**src/hw/rtl/sha256_pkg.sv**
```systemverilog
// ----------------------------------------------------------------------------
// SHA-256 package
// Round constants, initial hash values and the round functions.
// ----------------------------------------------------------------------------
package sha256_pkg;
	localparam int unsigned WordW = 32;

	typedef logic [WordW-1:0] word_t;

	typedef enum logic [4:0] {
		ST_IDLE  = 5'b00001,
		ST_ROUND = 5'b00010,
		ST_ADD   = 5'b00100,
		ST_PAD   = 5'b01000,
		ST_OUT   = 5'b10000
	} state_t;

	localparam word_t IV [8] = '{
		32'h6A09E667, 32'hBB67AE85, 32'h3C6EF372, 32'hA54FF53A,
		32'h510E527F, 32'h9B05688C, 32'h1F83D9AB, 32'h5BE0CD19
	};

	localparam word_t RK [64] = '{
		32'h428A2F98, 32'h71374491, 32'hB5C0FBCF, 32'hE9B5DBA5, 32'h3956C25B, 32'h59F111F1,
		32'h923F82A4, 32'hAB1C5ED5, 32'hD807AA98, 32'h12835B01, 32'h243185BE, 32'h550C7DC3,
		32'h72BE5D74, 32'h80DEB1FE, 32'h9BDC06A7, 32'hC19BF174, 32'hE49B69C1, 32'hEFBE4786,
		32'h0FC19DC6, 32'h240CA1CC, 32'h2DE92C6F, 32'h4A7484AA, 32'h5CB0A9DC, 32'h76F988DA,
		32'h983E5152, 32'hA831C66D, 32'hB00327C8, 32'hBF597FC7, 32'hC6E00BF3, 32'hD5A79147,
		32'h06CA6351, 32'h14292967, 32'h27B70A85, 32'h2E1B2138, 32'h4D2C6DFC, 32'h53380D13,
		32'h650A7354, 32'h766A0ABB, 32'h81C2C92E, 32'h92722C85, 32'hA2BFE8A1, 32'hA81A664B,
		32'hC24B8B70, 32'hC76C51A3, 32'hD192E819, 32'hD6990624, 32'hF40E3585, 32'h106AA070,
		32'h19A4C116, 32'h1E376C08, 32'h2748774C, 32'h34B0BCB5, 32'h391C0CB3, 32'h4ED8AA4A,
		32'h5B9CCA4F, 32'h682E6FF3, 32'h748F82EE, 32'h78A5636F, 32'h84C87814, 32'h8CC70208,
		32'h90BEFFFA, 32'hA4506CEB, 32'hBEF9A3F7, 32'hC67178F2
	};

	function automatic word_t rotr(input word_t x, input int unsigned n);
		rotr = (x >> n) | (x << (WordW - n));
	endfunction

	function automatic word_t sig0(input word_t x);
		sig0 = rotr(x, 7) ^ rotr(x, 18) ^ (x >> 3);
	endfunction

	function automatic word_t sig1(input word_t x);
		sig1 = rotr(x, 17) ^ rotr(x, 19) ^ (x >> 10);
	endfunction

	function automatic word_t bsig0(input word_t x);
		bsig0 = rotr(x, 2) ^ rotr(x, 13) ^ rotr(x, 22);
	endfunction

	function automatic word_t bsig1(input word_t x);
		bsig1 = rotr(x, 6) ^ rotr(x, 11) ^ rotr(x, 25);
	endfunction
endpackage

```
**src/hw/rtl/sha256_byte_if.sv**
```systemverilog
// ----------------------------------------------------------------------------
// SHA-256 byte channel
// Valid/ready channel carrying one message byte and an end mark.
// ----------------------------------------------------------------------------
interface sha256_byte_if;
	logic       valid;
	logic       ready;
	logic [7:0] data_byte;
	logic       byte_present;
	logic       end_of_message;

	modport source (output valid, data_byte, byte_present, end_of_message, input ready);
	modport sink (input valid, data_byte, byte_present, end_of_message, output ready);
endinterface

```
**src/hw/rtl/sha256_digest_if.sv**
```systemverilog
// ----------------------------------------------------------------------------
// SHA-256 digest channel
// Valid/ready channel carrying one digest word and its position.
// ----------------------------------------------------------------------------
interface sha256_digest_if;
	logic        valid;
	logic        ready;
	logic [31:0] digest_word;
	logic [2:0]  word_number;
	logic        last_word;

	modport source (output valid, digest_word, word_number, last_word, input ready);
	modport sink (input valid, digest_word, word_number, last_word, output ready);
endinterface

```
**src/hw/rtl/sha256_message_hasher_core.sv**
```systemverilog
// SHA-256 message hasher core.
// in_ch takes one word per handshake: a message byte (when byte_present is
// set) and an end-of-message mark. Bytes are packed big-endian into a
// 16-word block held in registers.
// The 64th byte starts a compression on one shared round unit, one round
// per cycle, followed by an add into the hash.
// An end mark pads the block, runs one or two compressions and then
// presents eight digest words on out_ch, word 0 first, one per cycle
// while the receiver is ready. The first digest word is valid once the
// last compression has been added into the hash.
// A stall simply holds the current word.
// Input ready is low during each compression and, at message end, until
// the last digest word is taken.
// Reset loads the initial hash values and clears the length and fill count.
// ----------------------------------------------------------------------------
// SHA-256 message hasher core
// Byte packing, padding, iterative compression and digest output.
// ----------------------------------------------------------------------------
module sha256_message_hasher_core (
	input logic clk,
	input logic arst_n,
	sha256_byte_if.sink     in_ch,
	sha256_digest_if.source out_ch
);
	import sha256_pkg::*;

	state_t      state_q;
	word_t       hash_q [8];
	word_t       blk_q  [16];
	word_t       v_q    [8];
	logic [5:0]  fill_q;
	logic [63:0] len_q;
	logic [5:0]  rnd_q;
	logic        final_q;  // compression belongs to message end
	logic        second_q; // a length block still follows
	logic        padded_q;
	logic [2:0]  onum_q;

	word_t w, t1, t2, wn;
	logic  accept;
	logic [5:0] p;

	assign accept = in_ch.valid && in_ch.ready;
	assign in_ch.ready = (state_q == ST_IDLE);
	assign out_ch.valid = (state_q == ST_OUT);
	assign out_ch.digest_word = hash_q[onum_q];
	assign out_ch.word_number = onum_q;
	assign out_ch.last_word = (onum_q == 3'd7);

	// Round unit: the block registers act as the rolling schedule window.
	always_comb begin
		wn = blk_q[0] + sig0(blk_q[1]) + blk_q[9] + sig1(blk_q[14]);
		w  = (rnd_q < 6'd16) ? blk_q[0] : wn;
		t1 = v_q[7] + bsig1(v_q[4]) + ((v_q[4] & v_q[5]) ^ (~v_q[4] & v_q[6]))
			+ RK[rnd_q] + w;
		t2 = bsig0(v_q[0]) + ((v_q[0] & v_q[1]) ^ (v_q[0] & v_q[2]) ^ (v_q[1] & v_q[2]));
		p  = fill_q + {5'd0, in_ch.byte_present};
	end

	// Sequencer and datapath.
	always_ff @(posedge clk or negedge arst_n) begin
		if (!arst_n) begin
			state_q  <= ST_IDLE;
			fill_q   <= '0;
			len_q    <= '0;
			rnd_q    <= '0;
			final_q  <= 1'b0;
			second_q <= 1'b0;
			onum_q   <= '0;
			for (int i = 0; i < 8; i++) hash_q[i] <= IV[i];
		end else begin
			unique case (state_q)
				ST_IDLE: begin
					if (accept) begin
						if (in_ch.byte_present) begin
							if (fill_q[1:0] == 2'd0)
								blk_q[fill_q[5:2]] <= {in_ch.data_byte, 24'd0};
							else
								blk_q[fill_q[5:2]] <= blk_q[fill_q[5:2]]
									| (word_t'(in_ch.data_byte) << (5'd24 - {fill_q[1:0], 3'd0}));
							len_q  <= len_q + 64'd8;
							fill_q <= p;
						end
						final_q <= in_ch.end_of_message;
						if (in_ch.byte_present && fill_q == 6'd63) begin
							state_q <= ST_ROUND;
							rnd_q   <= '0;
							for (int i = 0; i < 8; i++) v_q[i] <= hash_q[i];
						end else if (in_ch.end_of_message) begin
							state_q <= ST_PAD;
						end
					end
				end
				ST_PAD: begin
					// Place the 0x80 mark, clear the later words and append the
					// length when it fits in this block.
					for (int i = 0; i < 16; i++) begin
						if (fill_q < 6'd56 && i == 14) begin
							blk_q[i] <= len_q[63:32];
						end else if (fill_q < 6'd56 && i == 15) begin
							blk_q[i] <= len_q[31:0];
						end else if (4'(i) == fill_q[5:2]) begin
							case (fill_q[1:0])
								2'd0: blk_q[i] <= 32'h80000000;
								2'd1: blk_q[i] <= {blk_q[i][31:24], 24'h800000};
								2'd2: blk_q[i] <= {blk_q[i][31:16], 16'h8000};
								default: blk_q[i] <= {blk_q[i][31:8], 8'h80};
							endcase
						end else if (4'(i) > fill_q[5:2]) begin
							blk_q[i] <= '0;
						end
					end
					second_q <= (fill_q >= 6'd56);
					rnd_q <= '0;
					for (int i = 0; i < 8; i++) v_q[i] <= hash_q[i];
					state_q <= ST_ROUND;
				end
				ST_ROUND: begin
					for (int i = 0; i < 15; i++) blk_q[i] <= blk_q[i+1];
					blk_q[15] <= w;
					for (int i = 1; i < 8; i++) begin
						if (i != 4) v_q[i] <= v_q[i-1];
					end
					v_q[4] <= v_q[3] + t1;
					v_q[0] <= t1 + t2;
					rnd_q  <= rnd_q + 6'd1;
					if (rnd_q == 6'd63) state_q <= ST_ADD;
				end
				ST_ADD: begin
					for (int i = 0; i < 8; i++) hash_q[i] <= hash_q[i] + v_q[i];
					if (second_q) begin
						// Length-only block after an overflowing pad.
						for (int i = 0; i < 14; i++) blk_q[i] <= '0;
						blk_q[14] <= len_q[63:32];
						blk_q[15] <= len_q[31:0];
						second_q  <= 1'b0;
						rnd_q     <= '0;
						for (int i = 0; i < 8; i++) v_q[i] <= hash_q[i] + v_q[i];
						state_q   <= ST_ROUND;
					end else if (final_q) begin
						// A full block that ended the message still needs its pad.
						state_q <= padded_q ? ST_OUT : ST_PAD;
						onum_q  <= '0;
					end else begin
						state_q <= ST_IDLE;
					end
				end
				ST_OUT: begin
					if (out_ch.ready) begin
						onum_q <= onum_q + 3'd1;
						if (onum_q == 3'd7) begin
							state_q <= ST_IDLE;
							fill_q  <= '0;
							len_q   <= '0;
							final_q <= 1'b0;
							for (int i = 0; i < 8; i++) hash_q[i] <= IV[i];
						end
					end
				end
				default: state_q <= ST_IDLE;
			endcase
		end
	end

	// Marks that the current message end has already been padded.
	always_ff @(posedge clk or negedge arst_n) begin
		if (!arst_n) padded_q <= 1'b0;
		else if (state_q == ST_PAD) padded_q <= 1'b1;
		else if (state_q == ST_IDLE) padded_q <= 1'b0;
	end
endmodule

```
**src/flat_wrapper.sv**
```systemverilog
// flat-port wrapper written by rule: the top's interface ports become plain ports
module sha256_message_hasher_core_flat import sha256_pkg::*;
  (clk, arst_n, in_ch_valid, in_ch_data_byte, in_ch_byte_present, in_ch_end_of_message, in_ch_ready, out_ch_valid, out_ch_digest_word, out_ch_word_number, out_ch_last_word, out_ch_ready);
  sha256_byte_if in_ch_i ();
  sha256_digest_if out_ch_i ();
  input logic clk;
  input logic arst_n;
  input wire logic [$bits(in_ch_i.valid)-1:0] in_ch_valid;
  input wire logic [$bits(in_ch_i.data_byte)-1:0] in_ch_data_byte;
  input wire logic [$bits(in_ch_i.byte_present)-1:0] in_ch_byte_present;
  input wire logic [$bits(in_ch_i.end_of_message)-1:0] in_ch_end_of_message;
  output wire logic [$bits(in_ch_i.ready)-1:0] in_ch_ready;
  output wire logic [$bits(out_ch_i.valid)-1:0] out_ch_valid;
  output wire logic [$bits(out_ch_i.digest_word)-1:0] out_ch_digest_word;
  output wire logic [$bits(out_ch_i.word_number)-1:0] out_ch_word_number;
  output wire logic [$bits(out_ch_i.last_word)-1:0] out_ch_last_word;
  input wire logic [$bits(out_ch_i.ready)-1:0] out_ch_ready;
  assign in_ch_i.valid = in_ch_valid;
  assign in_ch_i.data_byte = in_ch_data_byte;
  assign in_ch_i.byte_present = in_ch_byte_present;
  assign in_ch_i.end_of_message = in_ch_end_of_message;
  assign in_ch_ready = in_ch_i.ready;
  assign out_ch_valid = out_ch_i.valid;
  assign out_ch_digest_word = out_ch_i.digest_word;
  assign out_ch_word_number = out_ch_i.word_number;
  assign out_ch_last_word = out_ch_i.last_word;
  assign out_ch_i.ready = out_ch_ready;
  sha256_message_hasher_core u_core (.clk(clk), .arst_n(arst_n), .in_ch(in_ch_i), .out_ch(out_ch_i));
endmodule
```
**config.mk**
```make
export PLATFORM = sky130hd
export DESIGN_NAME = sha256_message_hasher_core_flat
export DESIGN_NICKNAME = d
export VERILOG_FILES = /design/src/hw/rtl/sha256_pkg.sv /design/src/hw/rtl/sha256_byte_if.sv /design/src/hw/rtl/sha256_digest_if.sv /design/src/hw/rtl/sha256_message_hasher_core.sv /design/src/flat_wrapper.sv
export SDC_FILE = /design/constraint.sdc
export NUM_CORES = 2
export LEC_CHECK = 0
export BUFFER_PORTS_ARGS = -buffer_cell sky130_fd_sc_hd__buf_2
export CAP_MARGIN = 20
export CORE_MARGIN = 4
export CORE_UTILIZATION = 59
export DETAILED_ROUTE_END_ITERATION = 12
export GPL_ROUTABILITY_DRIVEN = 1
export PLACE_DENSITY_LB_ADDON = 0.15
export SLEW_MARGIN = 25
export SYNTH_ARGS = -nofsm -noshare
export SYNTH_HDL_FRONTEND = slang
export SYNTH_SLANG_ARGS = --single-unit
```
**constraint.sdc**
```tcl
create_clock -name clk -period 15.65 [get_ports clk]
set_clock_uncertainty 0.2 [all_clocks]
set_input_delay 0.7825 -clock clk [delete_from_list [all_inputs] [get_ports clk]]
set_output_delay 0.7825 -clock clk [all_outputs]
set_load 0.02 [all_outputs]
```
==> qor.yml <==
run_status:
  status: "finished clean"
synth:
  seq_area_frac_synth_pct: 39.53
  avgSynthCellArea_um2: 10.34
  synth_area_leaders: "edfxtp_1 29%, mux4_2 6.5%, dfrtp_1 6.3%"
  synth-seq-cells: 1108
  postSynthCellCount: 7768
  synthTopCellsByCount: "768 x edfxtp_1, 671 x nand2_1, 564 x o21ai_0, 555 x a21oi_1, 480 x nor2_1"
  synth_top_area_share_pct: 28.72
  syn_nets: 8385
  yosysMostFrequentCell: "edfxtp_1"
  ys_types: 103
  ys_async_sr_fraction_pct: 30.69
  synth_top_area_cell: "edfxtp_1"
  yosysWarnings: 0
  synth_flop_cell: "edfxtp_1"
  syn-cell-area_um2: 80300
  synth_edf_count: 768
detailed_routing:
  drtIter0Drc: 8922
  wl_per_cell_um: 31.65
  via_per_inst: 6.983
  drtPass1Iterations: 9
  vias: 66402
  wirelength_um: 300900
  route.detailed.drc: 0
  ant_nets: 0
grt:
  grt_overflow: 0
  grt_pass1_wl_um: 437800
  grtUsageTotal_pct: 41.95
  antenna_found_initial: 14
  grt_max_degree: 162
  grt_pass1_vias: 64032
hold_path:
  hp-class: "input pin to register"
critical_path:
  setup.worst_path.end_class: "register"
  crit_type: "register to register"
  worst_path_largest_cell_delay_ns: 0.80
  critPathRequiredTime_ns: 15.96
  crit_arrival_ns: 12.08
  cp_slowest_cell: "o31ai_1"
  crit_fanout: 7
  cp-start-kind: "register"
  crit_path_frequent_cell: "xnor2_1"
sta:
  clock.fmax_ghz: 0.08493
  finalSetupViolations: 0
  relSlewSlack_pct: 23.12
  fin_setup_tns_ns: 0
  drv_slew: 0
  worst_pin_slew_ns: 1.153
  rsz0062_at_grt: "no"
  hold_viol: 0
  fin_crit_sh_pct: 75.23
  min_period_ns: 11.77
clock_network:
  postCtsSetupRepairBufs: 0
  cts_root_buffer: "clkbuf_16"
  tritoncts: "done"
  clk-insertion-delay-late_ns: 0.79
  numCtsBuffers: 131
  clk_pin_slew_ns: 0.06
  clk_path_buf_depth: 3
  cts_sinks: 1108
  post_cts_resized: 0
  postCtsHoldBufs: 1
  cts_htree_levels: 4
cells_and_area:
  n_fill_cell: 10815
  areaGrowthSynthToFinish_pct: 7.909
  multi_input_area_um2: 45490
  nNetsFinal: 8236
  layout-drive-gt1-share_pct: 11.92
  seqCellArea_um2: 31770
placed_design:
  port_buffers: 51
  dp_hpwl_um: 224800
  gp_congestion: 1.000
floorplanning:
  die_w_um: 376.9
  core-area_um2: 135300
  num_rows: 135
  initial_core_util_pct: 59.35
  die_h_um: 376.9
  ios: 52
  die_area_um2: 142100
job:
  max_cap_violations: 0
layout make-up:
cell class	instances	share of cell area [%]
diodes	3	0.008663
well taps	1781	2.572
multi-input cells	5800	52.50
repair buffers	207	1.718
flip-flops and latches	1108	36.66
inverters	371	1.607
clock buffers	185	4.275
clock inverters	54	0.6613
logic make-up after synthesis:
group | after synthesis | synth area share [%]
xor gates and xnor gates | 629 | 6.860
AOI/OAI and AO/OA | 2524 | 20.70
buffers and inverters | 860 | 4.121
DFF | 1108 | 39.53
and+or+nand+nor | 1694 | 9.534
adders and majority gates | 621 | 11.46
muxes | 332 | 7.798
sequential cells by signal, indices dropped and copies added, names as in the netlist:
| name | flops |
|---|---|
| u_core.blk_q | 512 |
| u_core.rnd_q | 6 |
| u_core.state_q | 5 |
| u_core.v_q | 256 |
| u_core.padded_q | 1 |
| u_core.second_q | 1 |
| u_core.len_q | 61 |
| u_core.out_ch.word_number | 3 |
| u_core.final_q | 1 |
| u_core.hash_q | 256 |
| u_core.fill_q | 6 |
critical path, delay by kind of cell (launching register included):
| family | cells | cell delay (ns) |
|---|---|---|
| AOI/OAI and AO/OA | 15 | 3.73 |
| adders and majority gates | 8 | 3.23 |
| and+or+nand+nor | 11 | 2.26 |
| xor gates and xnor gates | 6 | 1.20 |
| DFF | 1 | 0.52 |
| buffers and inverters | 3 | 0.22 |
| muxes | 1 | 0.13 |
stage by stage:
step	setup WS [ns]	instance area (µm²)	std cells	hold slack [ns]	util, %
3_5_place_dp	4.022	82330	9266	0.2865	60.85
4_1_cts	3.995	86610	9506	0.1291	64.02
5_1_grt	3.124	86650	9506	0.1834	64.04
6_report	3.876	86660	9509	0.1863	64.05
2_1_floorplan	5.728	80300	7768	0.2665	-
3_3_place_gp	4.141	82290	9266	0.2841	60.82
routing by layer:
layer	part of all wire, %	global-route usage (%)
met1	36	53.60
met2	46	66.20
met3	11	9.489
met4	7.0	23.91
met5	0.045	0
placed cells by master (no fill, tap or decap), types with 181 or more instances in the layout:
master,n
nand2_1,669
inv_1,370
ha_1,406
xor2_1,221
xnor2_1,408
fa_1,197
edfxtp_1,768
a22oi_1,181
o21ai_0,554
mux4_2,231
dfrtp_1,192
a21o_1,462
nor2_1,468
a21oi_1,544
path summary, 6_finish.rpt:
kind,start,end,slack [ns],cells past startpoint
max,u_core.blk_q[14][21]$_DFFE_PP_,u_core.v_q[0][31]$_DFFE_PP_,3.88,44
min,in_ch_end_of_message,u_core.final_q$_DFFE_PN0P_,0.19,3
max reg2reg,u_core.blk_q[14][21]$_DFFE_PP_,u_core.v_q[0][31]$_DFFE_PP_,3.88,44
min reg2reg,u_core.hash_q[223]$_DFFE_PN1P_,u_core.hash_q[223]$_DFFE_PN1P_,0.30,2
max in group asynchronous,arst_n,u_core.rnd_q[3]$_DFFE_PN0P_,11.52,6
min in group asynchronous,arst_n,u_core.hash_q[162]$_DFFE_PN0P_,0.29,2
Power is left out: the tool's default activity adds up to more than one toggle a clock period on the data nets, which glitch-free logic cannot reach.
